`src/hw/rtl/fbrc_ram.sv`:
```
`timescale 1ns / 1ps
// ----------------------------------------------------------------------------
// fbrc_ram
// Generic single-write, single-read RAM with registered read data.
// ----------------------------------------------------------------------------
module fbrc_ram #(
  parameter int  WIDTH  = 8,
  parameter int  DEPTH  = 16,
  localparam int ADDR_W = (DEPTH > 1) ? $clog2(DEPTH) : 1
) (
  input  logic              clk,
  input  logic              wen,
  input  logic [ADDR_W-1:0] waddr,
  input  logic [WIDTH-1:0]  wdata,
  input  logic              ren,
  input  logic [ADDR_W-1:0] raddr,
  output logic [WIDTH-1:0]  rdata
);

  logic [WIDTH-1:0] mem [DEPTH];

  // Write port
  always_ff @(posedge clk) begin
    if (wen) begin
      mem[waddr] <= wdata;
    end
  end

  // Read port, old data on a same-address write
  always_ff @(posedge clk) begin
    if (ren) begin
      rdata <= mem[raddr];
    end
  end

endmodule

```
`config.mk`:
```
export PLATFORM = sky130hd
export DESIGN_NAME = fbrc_ram
export DESIGN_NICKNAME = d
export VERILOG_FILES = /design/src/hw/rtl/fbrc_ram.sv
export SDC_FILE = /design/constraint.sdc
export NUM_CORES = 1
export LEC_CHECK = 0
export ABC_AREA = 1
export ABC_CLOCK_PERIOD_IN_PS = 1900
export BUFFER_PORTS_ARGS = -buffer_cell sky130_fd_sc_hd__buf_4
export CAP_MARGIN = 20
export CORE_UTILIZATION = 60
export CTS_BUF_LIST = sky130_fd_sc_hd__clkbuf_4 sky130_fd_sc_hd__clkbuf_8
export CTS_CLUSTER_SIZE = 16
export DETAILED_ROUTE_END_ITERATION = 8
export HOLD_SLACK_MARGIN = 0.15
export PLACE_DENSITY = 0.78
export SETUP_SLACK_MARGIN = 0.5
export SLEW_MARGIN = 15
export SYNTH_ARGS = -nofsm -noshare
export SYNTH_HDL_FRONTEND = slang
export SYNTH_SLANG_ARGS = --single-unit
export TNS_END_PERCENT = 1
```
`constraint.sdc`:
```
create_clock -name clk -period 1.9 [get_ports clk]
set_input_delay 0.475 -clock clk [delete_from_list [all_inputs] [get_ports clk]]
set_output_delay 0.475 -clock clk [all_outputs]
set_load 0.05 [all_outputs]
```
==> results.yml, run 1 <==
detailed_routing:
  drc: 0
  dr.pass1.iters: 6
  num_vias: 3945
  wl_mm: 12.58
  drtIter0Drc: 422
  drt.antenna.violating_nets: 0
  drt-vias-per-instance: 5.346
  wl_per_cell_um: 17.04
global_route:
  grt_pass1_vias: 3902
  antenna_found_initial: 0
  grt.total_usage_pct: 28.02
  grt_pass1_wl_mm: 20.25
  grt_remaining_overflow: 0
  grt_max_degree: 56
finish:
  drive_gt1_share_pct: 13.46
  num-nets-final: 616
  area_growth_pct: 13.46
  n_antenna_cell: 0
die:
  core_area_um2: 9328
  die_w_um: 100.7
  initial_core_util_pct: 62.68
  die_height_um: 100.7
  io_pins: 27
  fp.dieArea_um2: 10140
  rows: 35
clock_tree:
  clkSlewWorstSetupHoldPaths_ns: 0.07
  clock_latency_ns: 0.44
  htreeDepth: 4
  cts_tree: "built"
  postCtsSetupRepairBufs: 0
  cts.sinks: 136
  cts_buffers: 17
  root_buffer: "clkbuf_8"
  clockBufferDepth: 2
worst_setup_path:
  cp.arrival_ns: 1.05
  crit_slowest_cell: "edfxtp_1"
  crit_type: "register to output port"
  critical_path_buf_inv_count: 1
  worstSetupEndpointType: "output port"
  slowest_delay_ns: 0.44
  r2r_cells: 6
  cp.required_ns: 1.42
  worstPathCellList: "buf_6"
  crit_path_start_kind: "register"
  path_max_fanout: 1
  cp_top_family: "flip-flops"
  crit_cells: 1
power_and_ir_drop:
  internal_power_mw: 4.686
  p_switching_mw: 1.418
  powerDensity_nw_per_um2: 920.2
  vdd_drop_max_v: 0.0007931
  p_leak_nw: 2.878
  seq_power_share_pct: 55.6
  p_comb_share_pct: 8.0
  switching_share_pct: 23.24
  power_frac_clock_pct: 36.4
synthesis:
  synth.distinct_cells: 11
  synth_nets: 570
  ys_ff_latch: 136
  yosysWarnings: 0
  syn_inst: 551
  seq_area_frac_synth_pct: 69.85
  syn_area_um2: 5847
  postSynthAreaPerCell_um2: 10.61
min_path:
  holdPathStages: 1
  hold_class: "primary input to register"
sta:
  setup_viol: 0
  max-slew-margin-rel_pct: 75.68
  timing.fmax_mhz: 654.4
  report.final.slew_viol_count: 0
  hold_viol: 0
  finalCritPeriodShare_pct: 80.43
  clock_skew_ns: 0.01076
  worst_slew_pin_slew_ns: 0.3648
  min_period_ns: 1.528
  rsz0062_at_grt: "true"
  setup_tns_ns: 0
  holdWs_ns: 0.3468
  worst_slack_ns: 0.3718
placement:
  post-place-ws_ns: 0.1979
  dp_hpwl_mm: 8.017
  port_buffers: 26
  globalplace.congestion: 0.8679
status:
  status: "finished, final reports clean"
flow_run:
  maxCapViolCount: 0
-- per-layer routing --
layer / routed length (um) / global-route usage, %
met2: 5830 / 41.83
met4: 316 / 13.04
met3: 1287 / 6.449
met1: 5141 / 39.58
met5: 0 / 0
-- layout make-up --
class	instances	area (um2)
sequential	136	4084
tap	129	161.4
timing repair buffer	51	419.2
inverter	102	382.9
multi-input combinational	289	1214
clock buffer	18	241.5
clock inverter	13	131.4
fill	635	2694
-- cells in the mapped netlist --
cell type,n,share of area (%)
nor2_1,17,1.1
buf_6,6,1.2
inv_2,2,0.13
edfxtp_1,136,70
nand3_1,97,8.3
nand3b_1,2,0.26
inv_1,100,6.4
nand2_1,173,11
buf_1,1,0.064
buf_2,13,1.1
buf_4,4,0.51
-- power by group through the flow --
stage	Clock (mW)	Combinational, mW	Sequential (mW)
after floorplan	0	0.237	3.51
after global placement	0	0.465	3.46
after detailed placement	0	0.477	3.46
after CTS	2.25	0.483	3.40
after global routing	2.37	0.529	3.40
final	2.22	0.487	3.40
-- cells in the final DEF, fill, tap and decap left out --
| cell | count |
|---|---|
| inv_6 | 1 |
| nand3b_1 | 2 |
| buf_4 | 46 |
| clkbuf_8 | 17 |
| buf_6 | 3 |
| inv_1 | 100 |
| clkinv_2 | 3 |
| edfxtp_1 | 136 |
| bufinv_16 | 2 |
| nand2_1 | 173 |
| clkbuf_4 | 1 |
| nor2_1 | 17 |
| nand3_1 | 97 |
| clkinv_1 | 2 |
| clkinv_4 | 2 |
| buf_12 | 2 |
| inv_2 | 2 |
| clkinvlp_4 | 3 |
-- registers in the layout, indices dropped and copies added, names as in the netlist --
name / cells
rdata: 8
mem: 128
-- worst paths after layout --
check                                start  slack, ns        to
worst max-delay path              rdata[0]       0.37  rdata[0]
worst min-delay path                   ren       0.35  rdata[1]
worst max register to register  mem[13][7]       0.74  rdata[7]
worst min register to register  mem[14][3]       0.77  rdata[3]
-- what timing repair did --
| action | in CTS | in global routing |
|---|---|---|
| hold buffers | 0 | 0 |
| setup endpoints to repair | 8 | 8 |
| hold endpoints to repair | 0 | 0 |
| gates resized for setup | 3 | 0 |
| pin swaps | 0 | 0 |
-- metrics by stage --
stage                     utilization [%]  cells  power, mW  area, um2
after floorplan                         -    551      3.746       5847
after global placement              67.00    707      3.924       6250
after detailed placement            67.00    707      3.939       6250
after CTS                           71.12    738      6.127       6634
after global routing                71.12    738      6.297       6634
final                               71.12    738      6.104       6634
-- cell families after synthesis --
family	Yosys count	share of synthesized area, %
buf+inv	126	9.394
flops	136	69.85
simple gates	289	20.76
Note: power is estimated with default switching activity, not from simulation.
==> inputs of run 2 (changes only) <==
ABC_CLOCK_PERIOD_IN_PS = 1500   (was 1900)
clock period = 1.5 ns   (was 1.9 ns; I/O delays follow)
==> run 2 against run 1 <==
Sequential share of layout area is 0.75 points lower. Via count is 0.99% lower. Non-clock buffer count decreased by 3. Flip-flop and latch count unchanged. Routed wire length is 0.18% higher. Global-route usage is 0.32 points lower. Die area stayed put. Utilization up 0.87 points. Highest routed layer unchanged.
==> results.yml, run 2 (synthesis results as in run 1) <==
clock_tree:
  htreeDepth: 4
  clkSlewWorstSetupHoldPaths_ns: 0.07
  cts_buffers: 17
  cts_tree: "built"
  root_buffer: "clkbuf_8"
  clock_latency_ns: 0.43
  hold_buffers: 0
  postCtsSetupRepairBufs: 0
  cts.sinks: 136
  clockBufferDepth: 2
finish:
  reg.largest.list: "mem: 128 flops, rdata: 8 flops"
  final_common_cell: "nand2_1"
  area_growth_pct: 14.85
  layout.cells.non_filler: 736
  drive_gt1_share_pct: 15.98
  layout_common_cells: "nand2_1 (173), edfxtp_1 (136), inv_1 (99), nand3_1 (97), buf_4 (41)"
  n_antenna_cell: 0
  fin_util_pct: 71.99
  n_fill_cell: 681
  num-nets-final: 613
  regMostFlops: "mem"
  largest_register_ffs: 128
  seqCellArea_um2: 4084
  multiInputGateArea_um2: 1254
  design_area_um2: 6715
sta:
  setup_viol: 0
  max-slew-margin-rel_pct: 58.13
  report.final.slew_viol_count: 0
  holdWs_ns: 0.2637
  min_period_ns: 1.419
  clock_skew_ns: 0.008834
  hold_viol: 0
  worst_slew_pin_slew_ns: 0.6272
  rsz0062_at_grt: "true"
  timing.fmax_mhz: 704.6
  finalCritPeriodShare_pct: 94.62
worst_setup_path:
  r2r_slack_ns: 0.32
  cp.required_ns: 1.12
  path_max_fanout: 1
  cp.arrival_ns: 1.04
  crit_path_start_kind: "register"
  worstSetupEndpointType: "output port"
  worstPathCellList: "buf_6"
  crit_slowest_cell: "edfxtp_1"
  critical_path_buf_inv_count: 1
  cp_top_family: "flip-flops"
  slowest_delay_ns: 0.43
  crit_type: "register to output port"
detailed_routing:
  drc: 0
  wl_mm: 12.60
  drtIter0Drc: 309
  wl_per_cell_um: 17.12
  drt-vias-per-instance: 5.307
  route.met3.wl_um: 990
  met1_length_mm: 4.941
  num_vias: 3906
  route.met2.wl_mm: 6.375
  dr.pass1.iters: 5
  drt.antenna.violating_nets: 0
  highest_layer: "met4"
power_and_ir_drop:
  p_switching_mw: 1.815
  power_frac_clock_pct: 38.1
  p_leak_nw: 2.888
  vdd_drop_max_v: 0.0007317
  p_comb_share_pct: 7.8
  powerDensity_nw_per_um2: 1184
  internal_power_mw: 6.136
  seq_power_share_pct: 54.1
  switching_share_pct: 22.83
flow_run:
  maxCapViolCount: 0
status:
  status: "finished, final reports clean"
global_route:
  grt_pass1_wl_mm: 19.87
  grt_max_degree: 33
  grt_pass1_vias: 3846
  grt_remaining_overflow: 0
  grt.total_usage_pct: 27.71
  antenna_found_initial: 0
placement:
  dpl.cell_count: 704
  globalplace.congestion: 0.8791
  port_buffers: 26
  place_area_um2: 6305
  dp_hpwl_mm: 7.945
die:
  rows: 35
  fp.dieArea_um2: 10140
  initial_core_util_pct: 62.68
  core_area_um2: 9328
  die_height_um: 100.7
  die_w_um: 100.7
  io_pins: 27
min_path:
  hold_class: "primary input to register"
## run 2: per-stage QoR
| step | total power, mW | setup slack (ns) | TNS [ns] |
|---|---|---|---|
| 2_1_floorplan | 4.753 | 0.2514 | 0 |
| 3_3_place_gp | 4.982 | -0.08227 | -0.2826 |
| 3_5_place_dp | 5.003 | -0.1100 | -0.5030 |
| 4_1_cts | 7.983 | 0.06210 | 0 |
| 5_1_grt | 8.215 | 0.05594 | 0 |
| 6_report | 7.952 | 0.08071 | 0 |
## run 2: layer usage
| metal | track usage [%] | up-vias |
|---|---|---|
| met5 | 0 | - |
| met4 | 12.37 | 0 |
| met3 | 5.687 | 23 |
| met2 | 44.99 | 174 |
| met1 | 36.46 | 1844 |
| li1 | - | 1865 |
## run 2: power groups by stage
stage | clock, mW | sequential (mW) | combinational, mW
2_1_floorplan | 0 | 4.44 | 0.309
4_1_cts | 3.06 | 4.30 | 0.623
6_report | 3.03 | 4.30 | 0.624
3_3_place_gp | 0 | 4.38 | 0.601
5_1_grt | 3.23 | 4.31 | 0.681
3_5_place_dp | 0 | 4.39 | 0.617
## run 2: repair_timing
action,4_1_cts,5_1_grt
resized for setup,2,0
pin swaps,0,0
setup endpoints to repair,16,69
## run 2: worst paths after layout
path / startpoint / endpoint / depth (start not counted)
setup / recovery: rdata[0] / rdata[0] / 1
hold / removal: ren / rdata[1] / 1
setup reg to reg: mem[13][0] / rdata[0] / 6
hold reg to reg: mem[10][3] / rdata[3] / 6
## run 2: layout make-up
class | instances | area share, %
Sequential cell | 136 | 60.82
Multi-Input combinational cell | 289 | 18.67
Timing Repair Buffer | 48 | 6.410
Inverter | 102 | 5.702
Clock buffer | 19 | 3.708
Tap cell | 129 | 2.404
Clock inverter | 13 | 2.292
==> inputs of run 3 (changes only) <==
CORE_ASPECT_RATIO = 0.6   (was unset)
HOLD_SLACK_MARGIN = unset   (was 0.15)
==> run 3 against run 2 <==
Global-route usage increased by 1.7 points. Hold slack got worse by 0.010 ns. Final cell count up 0.95%. Routed wire length rose by 6.7%. Flip-flop and latch count stayed put. Via count rose by 2.7%. First-iteration DRC count increased by 95%. Critical path depth unchanged. Clock skew down 0.0019 ns. Register-to-register slack better by 0.04 ns. Non-clock buffer count increased by 6.
==> results.yml, run 3 (synthesis results as in run 1) <==
detailed_routing:
  dr.pass1.iters: 8
  wl_mm: 13.44
  num_vias: 4010
  drt.antenna.violating_nets: 0
  drc: 0
  wl_per_cell_um: 18.09
  drt-vias-per-instance: 5.397
  drtIter0Drc: 603
power_and_ir_drop:
  vdd_drop_max_v: 0.0007737
  total_power_mw: 7.802
  p_leak_nw: 2.924
  powerDensity_nw_per_um2: 1136
die:
  core_area_um2: 9324
  die_height_um: 78.47
  io_pins: 27
  die_w_um: 129.4
  rows: 27
  initial_core_util_pct: 62.71
  fp.dieArea_um2: 10160
clock_tree:
  cts_buffers: 17
  cts_resized: 1
  cts_tree: "built"
  hold_buffers: 0
  clock_latency_ns: 0.44
  clockBufferDepth: 2
  root_buffer: "clkbuf_8"
  htreeDepth: 4
  cts.sinks: 136
  postCtsSetupRepairBufs: 0
  clkSlewWorstSetupHoldPaths_ns: 0.07
finish:
  num-nets-final: 619
  final_common_cell: "nand2_1"
  layout.cells.non_filler: 743
  regMostFlops: "mem"
  area_growth_pct: 17.46
  layout_common_cells: "nand2_1 (173), edfxtp_1 (136), inv_1 (99), nand3_1 (97), buf_4 (37)"
  reg.largest.list: "mem: 128 flops, rdata: 8 flops"
  largest_register_ffs: 128
  n_antenna_cell: 0
  drive_gt1_share_pct: 16.64
  design_area_um2: 6868
worst_setup_path:
  crit_path_start_kind: "register"
  crit_type: "register to output port"
  cp_top_family: "flip-flops"
  worstSetupEndpointType: "output port"
  path_max_fanout: 1
  crit_slowest_cell: "edfxtp_1"
  r2r_slack_ns: 0.36
  cp.arrival_ns: 1.09
  slowest_delay_ns: 0.46
  cp.required_ns: 1.12
  critical_path_buf_inv_count: 1
  worstPathCellList: "buf_6"
sta:
  worst_slew_pin_slew_ns: 0.6220
  clock_skew_ns: 0.006956
  timing.fmax_mhz: 682.5
  max-slew-margin-rel_pct: 58.47
  report.final.slew_viol_count: 0
  finalCritPeriodShare_pct: 97.69
  setup_viol: 0
  rsz0062_at_grt: "true"
  setup_tns_ns: 0
  hold_viol: 0
  min_period_ns: 1.465
global_route:
  grt_max_degree: 37
  grt_pass1_wl_mm: 20.67
  grtUsageMet3_pct: 8.930
  grtUsageMet1_pct: 43.55
  use_met2_pct: 41.77
  busiest_layer: "met1"
  grt.total_usage_pct: 29.36
  antenna_found_initial: 0
  grt_remaining_overflow: 0
  grt_pass1_vias: 3815
placement:
  place_area_um2: 6489
  dp_hpwl_mm: 8.714
  globalplace.congestion: 0.8286
  port_buffers: 26
  dpl.cell_count: 711
status:
  status: "finished, final reports clean"
flow_run:
  maxCapViolCount: 0
min_path:
  hold_class: "primary input to register"
run 3: cell type report:
class / instances / area, um2
repair buffers: 54 / 609.3
well taps: 130 / 162.7
flip-flops and latches: 136 / 4084
clock buffers: 18 / 241.5
clock inverters: 14 / 133.9
multi-input cells: 289 / 1254
fillers: 630 / 2456
inverters: 102 / 382.9
run 3: metal layers:
metal | vias to the layer above | part of all wire (%)
li1 | 1876 | -
met1 | 1864 | 44
met2 | 245 | 44
met3 | 25 | 10
met4 | 0 | 2.2
met5 | - | 0
run 3: per-stage QoR:
stage	setup WS [ns]	utilization, %	hold WS (ns)
after floorplan	0.2514	-	0.4739
after global placement	-0.06096	69.59	0.6929
after detailed placement	-0.07660	69.59	0.7015
after CTS	0.02017	73.66	0.2314
after global routing	0.007305	73.66	0.2233
final	0.03472	73.66	0.2533
run 3: final timing paths:
check,endpoint,from,cells after the start
max,rdata[7],rdata[7],1
min,rdata[3],ren,1
max reg2reg,rdata[6],mem[12][6],6
min reg2reg,rdata[0],mem[10][0],6
run 3: power by group:
group / switching [mW] / total [mW] / internal [mW]
sequential: 0.0269 / 4.30 / 4.28
combinational: 0.445 / 0.659 / 0.213
clock: 1.37 / 2.84 / 1.47
