==> src/hw/rtl/fbrc_pkg.sv <==
`timescale 1ns / 1ps
// ----------------------------------------------------------------------------
// fbrc_pkg
// Shared types and constants of the framed byte receiver with 7-bit checksum.
// ----------------------------------------------------------------------------
package fbrc_pkg;

  // Default sizes
  localparam int CHANNELS_DEF  = 16;
  localparam int MAX_FRAME_DEF = 64;

  // Field widths
  localparam int BYTE_W   = 8;
  localparam int CHAN_W   = 4;
  localparam int SRC_W    = 2;
  localparam int POS_W    = 6;
  localparam int LEN_W    = 7;
  localparam int HDR_W    = 3 * BYTE_W;

  // Configuration port
  localparam int CFG_IDX_W  = 1;
  localparam int CFG_DATA_W = BYTE_W;
  localparam logic [CFG_IDX_W-1:0] REG_HEAD_BYTE = 1'b0;
  localparam logic [CFG_IDX_W-1:0] REG_END_BYTE  = 1'b1;
  localparam logic [BYTE_W-1:0]    HEAD_BYTE_RST = 8'd240;
  localparam logic [BYTE_W-1:0]    END_BYTE_RST  = 8'd247;

  // Checksum covers the low seven bits of the sum
  localparam logic [6:0] CKSUM_MASK = 7'h7f;

  // Saturation limits of the reported position and length
  localparam logic [POS_W-1:0] POS_MAX = '1;
  localparam logic [LEN_W-1:0] LEN_MAX = '1;

  // One result transaction
  typedef struct packed {
    logic [CHAN_W-1:0] out_channel;
    logic [SRC_W-1:0]  out_source;
    logic [BYTE_W-1:0] data_byte;
    logic [POS_W-1:0]  position;
    logic              frame_start;
    logic              frame_last;
    logic              checksum_good;
    logic              overflow;
    logic [LEN_W-1:0]  frame_length;
    logic [BYTE_W-1:0] hdr_byte1;
    logic [BYTE_W-1:0] hdr_byte2;
    logic [BYTE_W-1:0] hdr_byte3;
  } fbrc_result_t;

  // Decisions of the per-byte update
  typedef struct packed {
    logic has_result;
    logic mem_write;
    logic frame_open;
    logic frame_close;
  } fbrc_ctrl_t;

endpackage

==> src/hw/rtl/fbrc_frame_step.sv <==
`timescale 1ns / 1ps
// ----------------------------------------------------------------------------
// fbrc_frame_step
// Per-byte frame update: head/end detection, checksum, length limit, result.
// ----------------------------------------------------------------------------
module fbrc_frame_step
  import fbrc_pkg::*;
#(
  parameter int  MAX_FRAME = MAX_FRAME_DEF,
  localparam int CNT_W     = $clog2(MAX_FRAME + 1)
) (
  input  logic [BYTE_W-1:0] rx_byte,
  input  logic [CHAN_W-1:0] channel,
  input  logic [SRC_W-1:0]  source_tag,
  input  logic              in_range,
  input  logic              in_frame,
  input  logic [CNT_W-1:0]  count,
  input  logic [BYTE_W-1:0] sum,
  input  logic [BYTE_W-1:0] prev,
  input  logic [HDR_W-1:0]  hdr,
  input  logic [BYTE_W-1:0] head_byte,
  input  logic [BYTE_W-1:0] end_byte,
  output fbrc_ctrl_t        ctrl,
  output fbrc_result_t      result,
  output logic [CNT_W-1:0]  count_next,
  output logic [BYTE_W-1:0] sum_next,
  output logic [BYTE_W-1:0] prev_next,
  output logic [HDR_W-1:0]  hdr_next
);

  localparam logic [CNT_W-1:0] CNT_LIMIT = CNT_W'(MAX_FRAME);
  localparam logic [CNT_W-1:0] CNT_ONE   = CNT_W'(1);
  localparam logic [CNT_W-1:0] CNT_TWO   = CNT_W'(2);
  localparam logic [CNT_W-1:0] CNT_THREE = CNT_W'(3);

  logic                    is_head;
  logic                    is_end;
  logic                    at_limit;
  logic [CNT_W-1:0]        count_inc;
  logic [CNT_W+LEN_W-1:0]  pos_ext;
  logic [CNT_W+LEN_W-1:0]  len_ext;
  logic [POS_W-1:0]        pos_sat;
  logic [LEN_W-1:0]        len_sat;
  logic [HDR_W-1:0]        hdr_upd;
  logic [BYTE_W-1:0]       body_sum;
  logic                    sum_match;

  assign is_head   = (rx_byte == head_byte);
  assign is_end    = (rx_byte == end_byte);
  assign at_limit  = (count >= CNT_LIMIT);
  assign count_inc = count + CNT_ONE;

  // Saturate position and length to their field widths
  assign pos_ext = {{LEN_W{1'b0}}, count};
  assign len_ext = {{LEN_W{1'b0}}, (at_limit ? CNT_LIMIT : count_inc)};
  assign pos_sat = (pos_ext > (CNT_W+LEN_W)'(POS_MAX)) ? POS_MAX : pos_ext[POS_W-1:0];
  assign len_sat = (len_ext > (CNT_W+LEN_W)'(LEN_MAX)) ? LEN_MAX : len_ext[LEN_W-1:0];

  // Capture frame bytes one to three
  always_comb begin
    hdr_upd = hdr;
    if (count == CNT_ONE) begin
      hdr_upd[7:0] = hdr[7:0] | rx_byte;
    end else if (count == CNT_TWO) begin
      hdr_upd[15:8] = hdr[15:8] | rx_byte;
    end else if (count == CNT_THREE) begin
      hdr_upd[23:16] = hdr[23:16] | rx_byte;
    end
  end

  // Sum of the body without the checksum byte, low seven bits
  assign body_sum  = sum - prev;
  assign sum_match = ({1'b0, body_sum[6:0] & CKSUM_MASK} == prev);

  // Decide the transaction and the new entry
  always_comb begin
    ctrl       = '0;
    count_next = count_inc;
    sum_next   = sum + rx_byte;
    prev_next  = rx_byte;
    hdr_next   = hdr_upd;

    result               = '0;
    result.out_channel   = channel;
    result.out_source    = source_tag;
    result.data_byte     = rx_byte;
    result.position      = pos_sat;
    result.frame_length  = len_sat;

    if (in_range && is_head) begin
      // Restart the frame
      ctrl.has_result     = 1'b1;
      ctrl.mem_write      = 1'b1;
      ctrl.frame_open     = 1'b1;
      count_next          = CNT_ONE;
      sum_next            = '0;
      hdr_next            = '0;
      result.frame_start  = 1'b1;
      result.position     = '0;
      result.frame_length = LEN_W'(1);
    end else if (in_range && in_frame) begin
      ctrl.has_result = 1'b1;
      if (at_limit) begin
        // Drop the frame that grew past the limit
        ctrl.frame_close  = 1'b1;
        result.overflow   = 1'b1;
        result.frame_last = 1'b1;
        result.hdr_byte1  = hdr[7:0];
        result.hdr_byte2  = hdr[15:8];
        result.hdr_byte3  = hdr[23:16];
      end else begin
        ctrl.mem_write = 1'b1;
        if (is_end) begin
          ctrl.frame_close     = 1'b1;
          result.frame_last    = 1'b1;
          result.checksum_good = (count >= CNT_TWO) && sum_match;
          result.hdr_byte1     = hdr_upd[7:0];
          result.hdr_byte2     = hdr_upd[15:8];
          result.hdr_byte3     = hdr_upd[23:16];
        end
      end
    end
  end

endmodule

==> config.mk <==
export PLATFORM = sky130hd
export DESIGN_NAME = fbrc_frame_step
export DESIGN_NICKNAME = d
export VERILOG_FILES = /design/src/hw/rtl/fbrc_pkg.sv /design/src/hw/rtl/fbrc_frame_step.sv
export SDC_FILE = /design/constraint.sdc
export NUM_CORES = 1
export LEC_CHECK = 0
export ABC_AREA = 1
export BUFFER_PORTS_ARGS = -buffer_cell sky130_fd_sc_hd__clkbuf_2
export CAP_MARGIN = 10
export CORE_ASPECT_RATIO = 0.5
export CORE_MARGIN = 1
export CORE_UTILIZATION = 43
export DETAILED_ROUTE_END_ITERATION = 12
export PLACE_DENSITY = 0.94
export REMOVE_ABC_BUFFERS = 1
export SKIP_LAST_GASP = 1
export SLEW_MARGIN = 20
export SYNTH_ARGS = -nofsm -noshare
export SYNTH_HDL_FRONTEND = slang
export SYNTH_SLANG_ARGS = --single-unit
==> constraint.sdc <==
create_clock -name vclk -period 4.8
set_clock_uncertainty 0.05 [all_clocks]
set_input_delay 0.48 -clock vclk [all_inputs]
set_output_delay 0.48 -clock vclk [all_outputs]
set_load 0.01 [all_outputs]
==> metrics.txt, run 1 <==
Yosys cell types=27; crit path kind=input pin to output pin; Switching Share=59.3%; GRT overflow=0; gr usage total=24.6%; most common cell in the synthesized netlist=nand2_1; Core Region=4550 sq um; met1 GRT Util=32.2%; largest area contributor in the netlist=nand2_1; FP Rows=17; design area=2810 sq um; most used cell, CP=nor2_1; DP HPWL=5.78 mm; vias in the first global route=2439; drt pass-1 iters=4; Final ANT Viol Nets=0; Leak=1.88 nW; max-cap check violation count=0; Vias=2879; drt total wl=6.84 mm; fin crit period=2.78 ns; CTS Hold Buffers Added=0; Seq/Total Area, Yosys=0%; Sequential Power Share=0%; Layout area overhead=33.0%; GR Util met2=46.0%; Place WS=2.04 ns; DR iter-0 viols=155; Filler Cell Count=489; Hold Crit Class=input pin to output pin; power per cell area=96.6 nW/um^2; layout cell share with drive strength beyond 1=37.1%; Die W=101 microns; Net Sw Power=0.161 mW; Slew HR=59.8%; Highest Clock Rate=360 MHz; GP Congestion=0.914; die area=5210 sq um; top cell type's share of synthesized area=18.3%; Hold Vio Cnt, Final=0; syn_area_per_cell=5.21 sq um; first-pass GRT wire length=10.6 mm; footprint of the multi-input gates=1600 sq um; Critical Path AT=2.25 ns; Port Buf Inserts=172; vias per std cell=4.71; num ports=185; clock power share=0%; setup ws final=2.02 ns; FFs & Latches=0; Synth top cells by count=nand2_1, nor2_1, inv_1; placed insts=611; initial antenna violation count=0; Tcrit/Tclk final=57.8%; Buf/Inv on CP=4; power share of the combinational group=100.0%; Final Util=61.7%; status=completed; fin. max-slew vios=0; Synth Instances=405; DRC=0; Starting Density=46.4%; die height=51.5 microns; # nets final=644; critical path endpoint category=output pin; slowest CP cell=fa_1; Worst Path Max Fanout=2; Int Pwr=0.110 mW; DP Area=2810 sq um; met3 Track Usage GR=1.75%; PnR Total Power=0.271 mW; Hold Path Origin=channel[0]; GR peak layer=met2; Worst Max-Slew Pin Slew=0.602 ns; final cell count without fillers=611; Clock buffer cells=0; Synth warnings=0; Antenna diodes=0; total negative slack=0 ns; setup bufs post-CTS=0; Avg WL per Cell=11.2 microns; post-synthesis cell area=2110 sq um; RSZ-0062 raised after global routing=false; largest net degree at the start of global routing=40; worst path required time=4.27 ns; Top delay family on crit path=simple AND/OR/NAND/NOR gates; top cells by area, synth=nand2_1, nor2_1, inv_1, ha_1, buf_4; CP Cell Sequence=clkbuf_2 > inv_1 > ha_1 > fa_1 > inv_1 > nand2_1 > nand2_1 > nor2_1 > nand3_1 > nor2_1 > nand2_1 > nor2_1 > nand4_1 > nor2_1 > clkbuf_2; CP max stage delay=0.51 ns; register area=0 sq um; Final setup viols=0; peak supply drop=0.0541 mV; startpoint types=input pin; WHS=0.910 ns; # resized after CTS=0; hold path depth=0; hold path endpoint=result[51]
==> kinds of logic (layout without fill, tap and decap cells) <==
| logic type | Yosys count | after routing | share of synthesized area [%] |
|---|---|---|---|
| AO/OA/AOI/OAI | 51 | 51 | 13.8 |
| XOR/XNOR | 11 | 11 | 4.56 |
| adder cells (fa/ha/maj) | 18 | 18 | 11.4 |
| buffers and inverters | 101 | 241 | 24.1 |
| AND/OR/NAND/NOR | 224 | 224 | 46.2 |
==> cell usage in the layout, fill, tap and decap left out, types with 2 or more instances in the layout <==
cell type and count:
nand3_1 12, a21oi_1 26, nand2_1 103, nor3_1 11, inv_1 62, nand3b_1 3, nand4_1 4, ha_1 16
nor2_1 65, o21bai_1 9, xnor2_1 5, o21ai_0 7, fa_1 2, nor2_2 22, inv_2 5, xor2_1 6
clkbuf_2 172, a31oi_1 8
==> layer usage <==
layer | wire, microns | vias up
li1 | - | 1524
met1 | 3110 | 1257
met5 | 0 | -
met4 | 30 | 0
met2 | 3340 | 94
met3 | 364 | 4
==> power groups by stage <==
stage / sequential (mW) / combinational [mW] / clock, mW
floorplan: 0 / 0.153 / 0
global placement: 0 / 0.263 / 0
detailed placement: 0 / 0.269 / 0
CTS: 0 / 0.270 / 0
global route: 0 / 0.304 / 0
finish: 0 / 0.271 / 0
==> worst max path at each step <==
| stage | start | to | cells after the start |
|---|---|---|---|
| after floorplan | rx_byte[0] | result[0] | 8 |
| after global placement | sum[0] | result[32] | 15 |
| after detailed placement | sum[0] | result[32] | 15 |
| after CTS | sum[0] | result[32] | 15 |
| after global routing | sum[0] | result[32] | 15 |
| final | sum[0] | result[32] | 15 |
==> cell type report <==
| class | count | share of cell area, % |
|---|---|---|
| Tap cell | 66 | 2.94 |
| Inverter | 68 | 9.09 |
| Timing Repair Buffer | 173 | 30.9 |
| Multi-Input combinational cell | 304 | 57.0 |
Note: power is estimated with default switching activity, not from simulation.
==> run 2, diff against run 1 <==
- CORE_UTILIZATION: 43 -> 40
- PLACE_DENSITY: 0.94 -> 0.88
- clock period: 4.8 -> 2.58 ns (I/O delays scaled with it)
==> run 2 against run 1 <==
Non-clock buffer count up 3. Sequential share of layout area unchanged. Via count up 0.87%. Global-route usage decreased by 1.8 points. Utilization down 5.0 points. Worst hold slack lost 0.44 ns. Total power up 87%. Combinational power increased by 87%. Final cell count increased by 1.1%. Worst setup slack got worse by 1.7 ns. Die area increased by 7.3%. Critical path depth unchanged.
==> metrics.txt, run 2 (same netlist as run 1, synthesis figures left out) <==
Critical Path AT=1.98 ns; peak supply drop=0.0845 mV; Vias=2904; GRT overflow=0; drt total wl=6.85 mm; Final ANT Viol Nets=0; Starting Density=42.2%; layout cell share with drive strength beyond 1=37.4%; num ports=185; power per cell area=179 nW/um^2; # resized after CTS=0; Clock buffer cells=0; FP Rows=18; Core Region=5000 sq um; initial antenna violation count=0; startpoint types=input pin; fin crit period=2.28 ns; max-cap check violation count=0; register area=0 sq um; most frequent cells in the layout=clkbuf_2, nand2_1, nor2_1, inv_1, a21oi_1; DR iter-0 viols=121; Slew HR=59.3%; # nets final=647; largest net degree at the start of global routing=40; worst path required time=2.27 ns; Hold Vio Cnt, Final=0; DP HPWL=5.85 mm; vias per std cell=4.70; die height=53.4 microns; Antenna diodes=0; Final setup viols=0; most common cell after layout, fill and taps aside=clkbuf_2; CTS Hold Buffers Added=0; Hold Crit Class=input pin to output pin; Highest Clock Rate=438 MHz; gr usage total=22.8%; crit path kind=input pin to output pin; first-pass GRT wire length=10.4 mm; total negative slack=0 ns; Avg WL per Cell=11.1 microns; FFs & Latches=0; status=completed; Worst Path Max Fanout=2; Leak=1.90 nW; Tcrit/Tclk final=88.5%; Worst Max-Slew Pin Slew=0.609 ns; DRC=0; die area=5590 sq um; Layout area overhead=34.3%; Die W=105 microns; fin. max-slew vios=0; hold path endpoint=result[51]; hold path depth=0; PnR Total Power=0.506 mW; Port Buf Inserts=172; setup bufs post-CTS=0; GP Congestion=0.874; vias in the first global route=2365; drt pass-1 iters=4; Hold Path Origin=channel[0]; critical path endpoint category=output pin; RSZ-0062 raised after global routing=false
[run 2: worst max-delay path by stage]
stage               start          to  slack (ns)  cells after the start
2_1_floorplan  rx_byte[0]   result[0]       -0.05                      8
3_3_place_gp       sum[0]  result[32]        0.30                     15
3_5_place_dp       sum[0]  result[32]        0.30                     15
4_1_cts            sum[0]  result[32]        0.28                     15
5_1_grt            sum[0]  result[32]        0.12                     15
6_report           sum[0]  result[32]        0.30                     15
[run 2: layout make-up]
class                           count  area (sq um)
Fill cell                         532          2160
Inverter                           68           255
Tap cell                           70          87.6
Multi-Input combinational cell    304          1600
Timing Repair Buffer              176           891
[run 2: where the power goes]
part | switching (mW) | total [mW] | internal [mW]
clock | 0 | 0 | 0
combinational | 0.299 | 0.506 | 0.208
sequential | 0 | 0 | 0
total | 0.299 | 0.506 | 0.208
[run 2: layer usage]
metal	global-route usage, %	routed length, microns	share of wire [%]	vias to the layer above
li1	-	-	-	1527
met1	29.2	2970	43	1274
met2	41.8	3350	49	99
met3	2.59	493	7.2	4
met4	4.93	38	0.56	0
met5	0	0	0	-
[run 2: stage by stage]
stage	cells	worst slack [ns]	hold slack [ns]	instance area, sq um	utilization, %
floorplan	372	-0.0472	0.466	1860	-
global placement	618	0.296	0.466	2840	56.7
detailed placement	618	0.303	0.466	2840	56.7
CTS	618	0.285	0.466	2840	56.7
global route	618	0.123	0.466	2840	56.7
finish	618	0.295	0.466	2840	56.7
[run 2: worst max-delay path, cell delays in order]
cell	delay, ns
clkbuf_2	0.09
inv_1	0.04
ha_1	0.21
fa_1	0.51
inv_1	0.04
nand2_1	0.05
nand2_1	0.05
nor2_1	0.08
nand3_1	0.07
nor2_1	0.10
nand2_1	0.06
nor2_1	0.10
nand4_1	0.09
nor2_1	0.09
clkbuf_2	0.14
==> run 3, diff against run 2 <==
- PLACE_DENSITY: 0.88 -> 0.84
==> run 3 against run 2 <==
First-iteration DRC count grew 8.3%. Worst hold slack unchanged. Fmax shrank 1.3%. Utilization down 0.30 points. Global-route usage decreased by 1.2 points. Wire length fell by 4.0%. Worst setup slack lost 0.031 ns. Largest power group unchanged.
==> metrics.txt, run 3 (same netlist as run 1, synthesis figures left out) <==
gr usage total=21.5%; Worst Path Max Fanout=2; Switching Share=58.9%; CP max stage delay=0.50 ns; GP Congestion=0.896; slowest CP cell=fa_1; PnR Total Power=0.499 mW; Buf/Inv on CP=4; Final ANT Viol Nets=0; setup bufs post-CTS=0; register area=0 sq um; layout cell share with drive strength beyond 1=37.2%; DP HPWL=5.57 mm; DRC=0; most common cell after layout, fill and taps aside=clkbuf_2; Layout area overhead=33.6%; critical path endpoint category=output pin; Int Pwr=0.205 mW; initial antenna violation count=0; Avg WL per Cell=10.7 microns; die height=53.4 microns; peak supply drop=0.0921 mV; Worst Max-Slew Pin Slew=0.588 ns; crit path kind=input pin to output pin; Sequential Power Share=0%; fin crit period=2.32 ns; most frequent cells in the layout=clkbuf_2, nand2_1, nor2_1, inv_1, a21oi_1; most used cell, CP=nor2_1; Filler Cell Count=550; GRT overflow=0; largest net degree at the start of global routing=40; max-cap check violation count=0; FFs & Latches=0; drt total wl=6.57 mm; Final setup viols=0; Critical Path AT=2.01 ns; Vias=2818; CTS Hold Buffers Added=0; Tcrit/Tclk final=89.7%; Antenna diodes=0; worst path required time=2.27 ns; first-pass GRT wire length=9.79 mm; drt pass-1 iters=4; Clock buffer cells=0; Leak=1.89 nW; vias per std cell=4.57; placed insts=616; Top delay family on crit path=adder cells; RSZ-0062 raised after global routing=false; power per cell area=177 nW/um^2; # nets final=645; fin. max-slew vios=0; CP Cell Sequence=clkbuf_2 > inv_1 > ha_1 > fa_1 > inv_1 > nand2_1 > nand2_1 > nor2_1 > nand3_1 > nor2_1 > nand2_1 > nor2_1 > nand4_1 > nor2_1 > clkbuf_2; Die W=105 microns; die area=5590 sq um; Slew HR=60.7%; footprint of the multi-input gates=1600 sq um; Net Sw Power=0.294 mW; # resized after CTS=0; status=completed; startpoint types=input pin; Highest Clock Rate=432 MHz; final cell count without fillers=616; clock power share=0%; Hold Vio Cnt, Final=0; Port Buf Inserts=172; Core Region=5000 sq um; power share of the combinational group=100.0%; Final Util=56.4%; vias in the first global route=2240; total negative slack=0 ns; FP Rows=18; num ports=185; Hold Crit Class=input pin to output pin; DR iter-0 viols=131; Starting Density=42.2%
[run 3: cell count changes in the layout (fill, tap and decap cells not counted), sizes merged]
cell  delta
buf      -2
[run 3: power groups by stage]
stage               sequential (mW)  combinational, mW  clock (mW)
finish                            0              0.499           0
global route                      0              0.563           0
CTS                               0              0.501           0
detailed placement                0              0.498           0
global placement                  0              0.491           0
floorplan                         0              0.285           0
[run 3: final cells by class]
| cell class | instances | share of cell area [%] |
|---|---|---|
| Multi-Input combinational cell | 304 | 56.8 |
| Timing Repair Buffer | 174 | 31.1 |
| Inverter | 68 | 9.05 |
| Tap cell | 70 | 3.11 |
[run 3: final timing paths]
check / from / endpoint / slack, ns / depth (start not counted)
hold / removal: channel[0] / result[51] / 0.47 / 0
setup / recovery: sum[0] / result[32] / 0.26 / 15
[run 3: stage by stage]
stage               cell area, sq um  setup slack (ns)  hold WS, ns
detailed placement              2820             0.271        0.466
CTS                             2820             0.257        0.466
finish                          2820             0.265        0.466
floorplan                       1860           -0.0472        0.466
global route                    2820            0.0144        0.466
global placement                2820             0.295        0.466
[run 3: per-layer routing]
metal	vias to the layer above	track usage (%)	part of all wire [%]
li1	1525	-	-
met1	1206	27.7	45
met2	85	41.2	48
met3	2	1.85	6.1
met4	0	2.11	0.27
met5	-	0	0
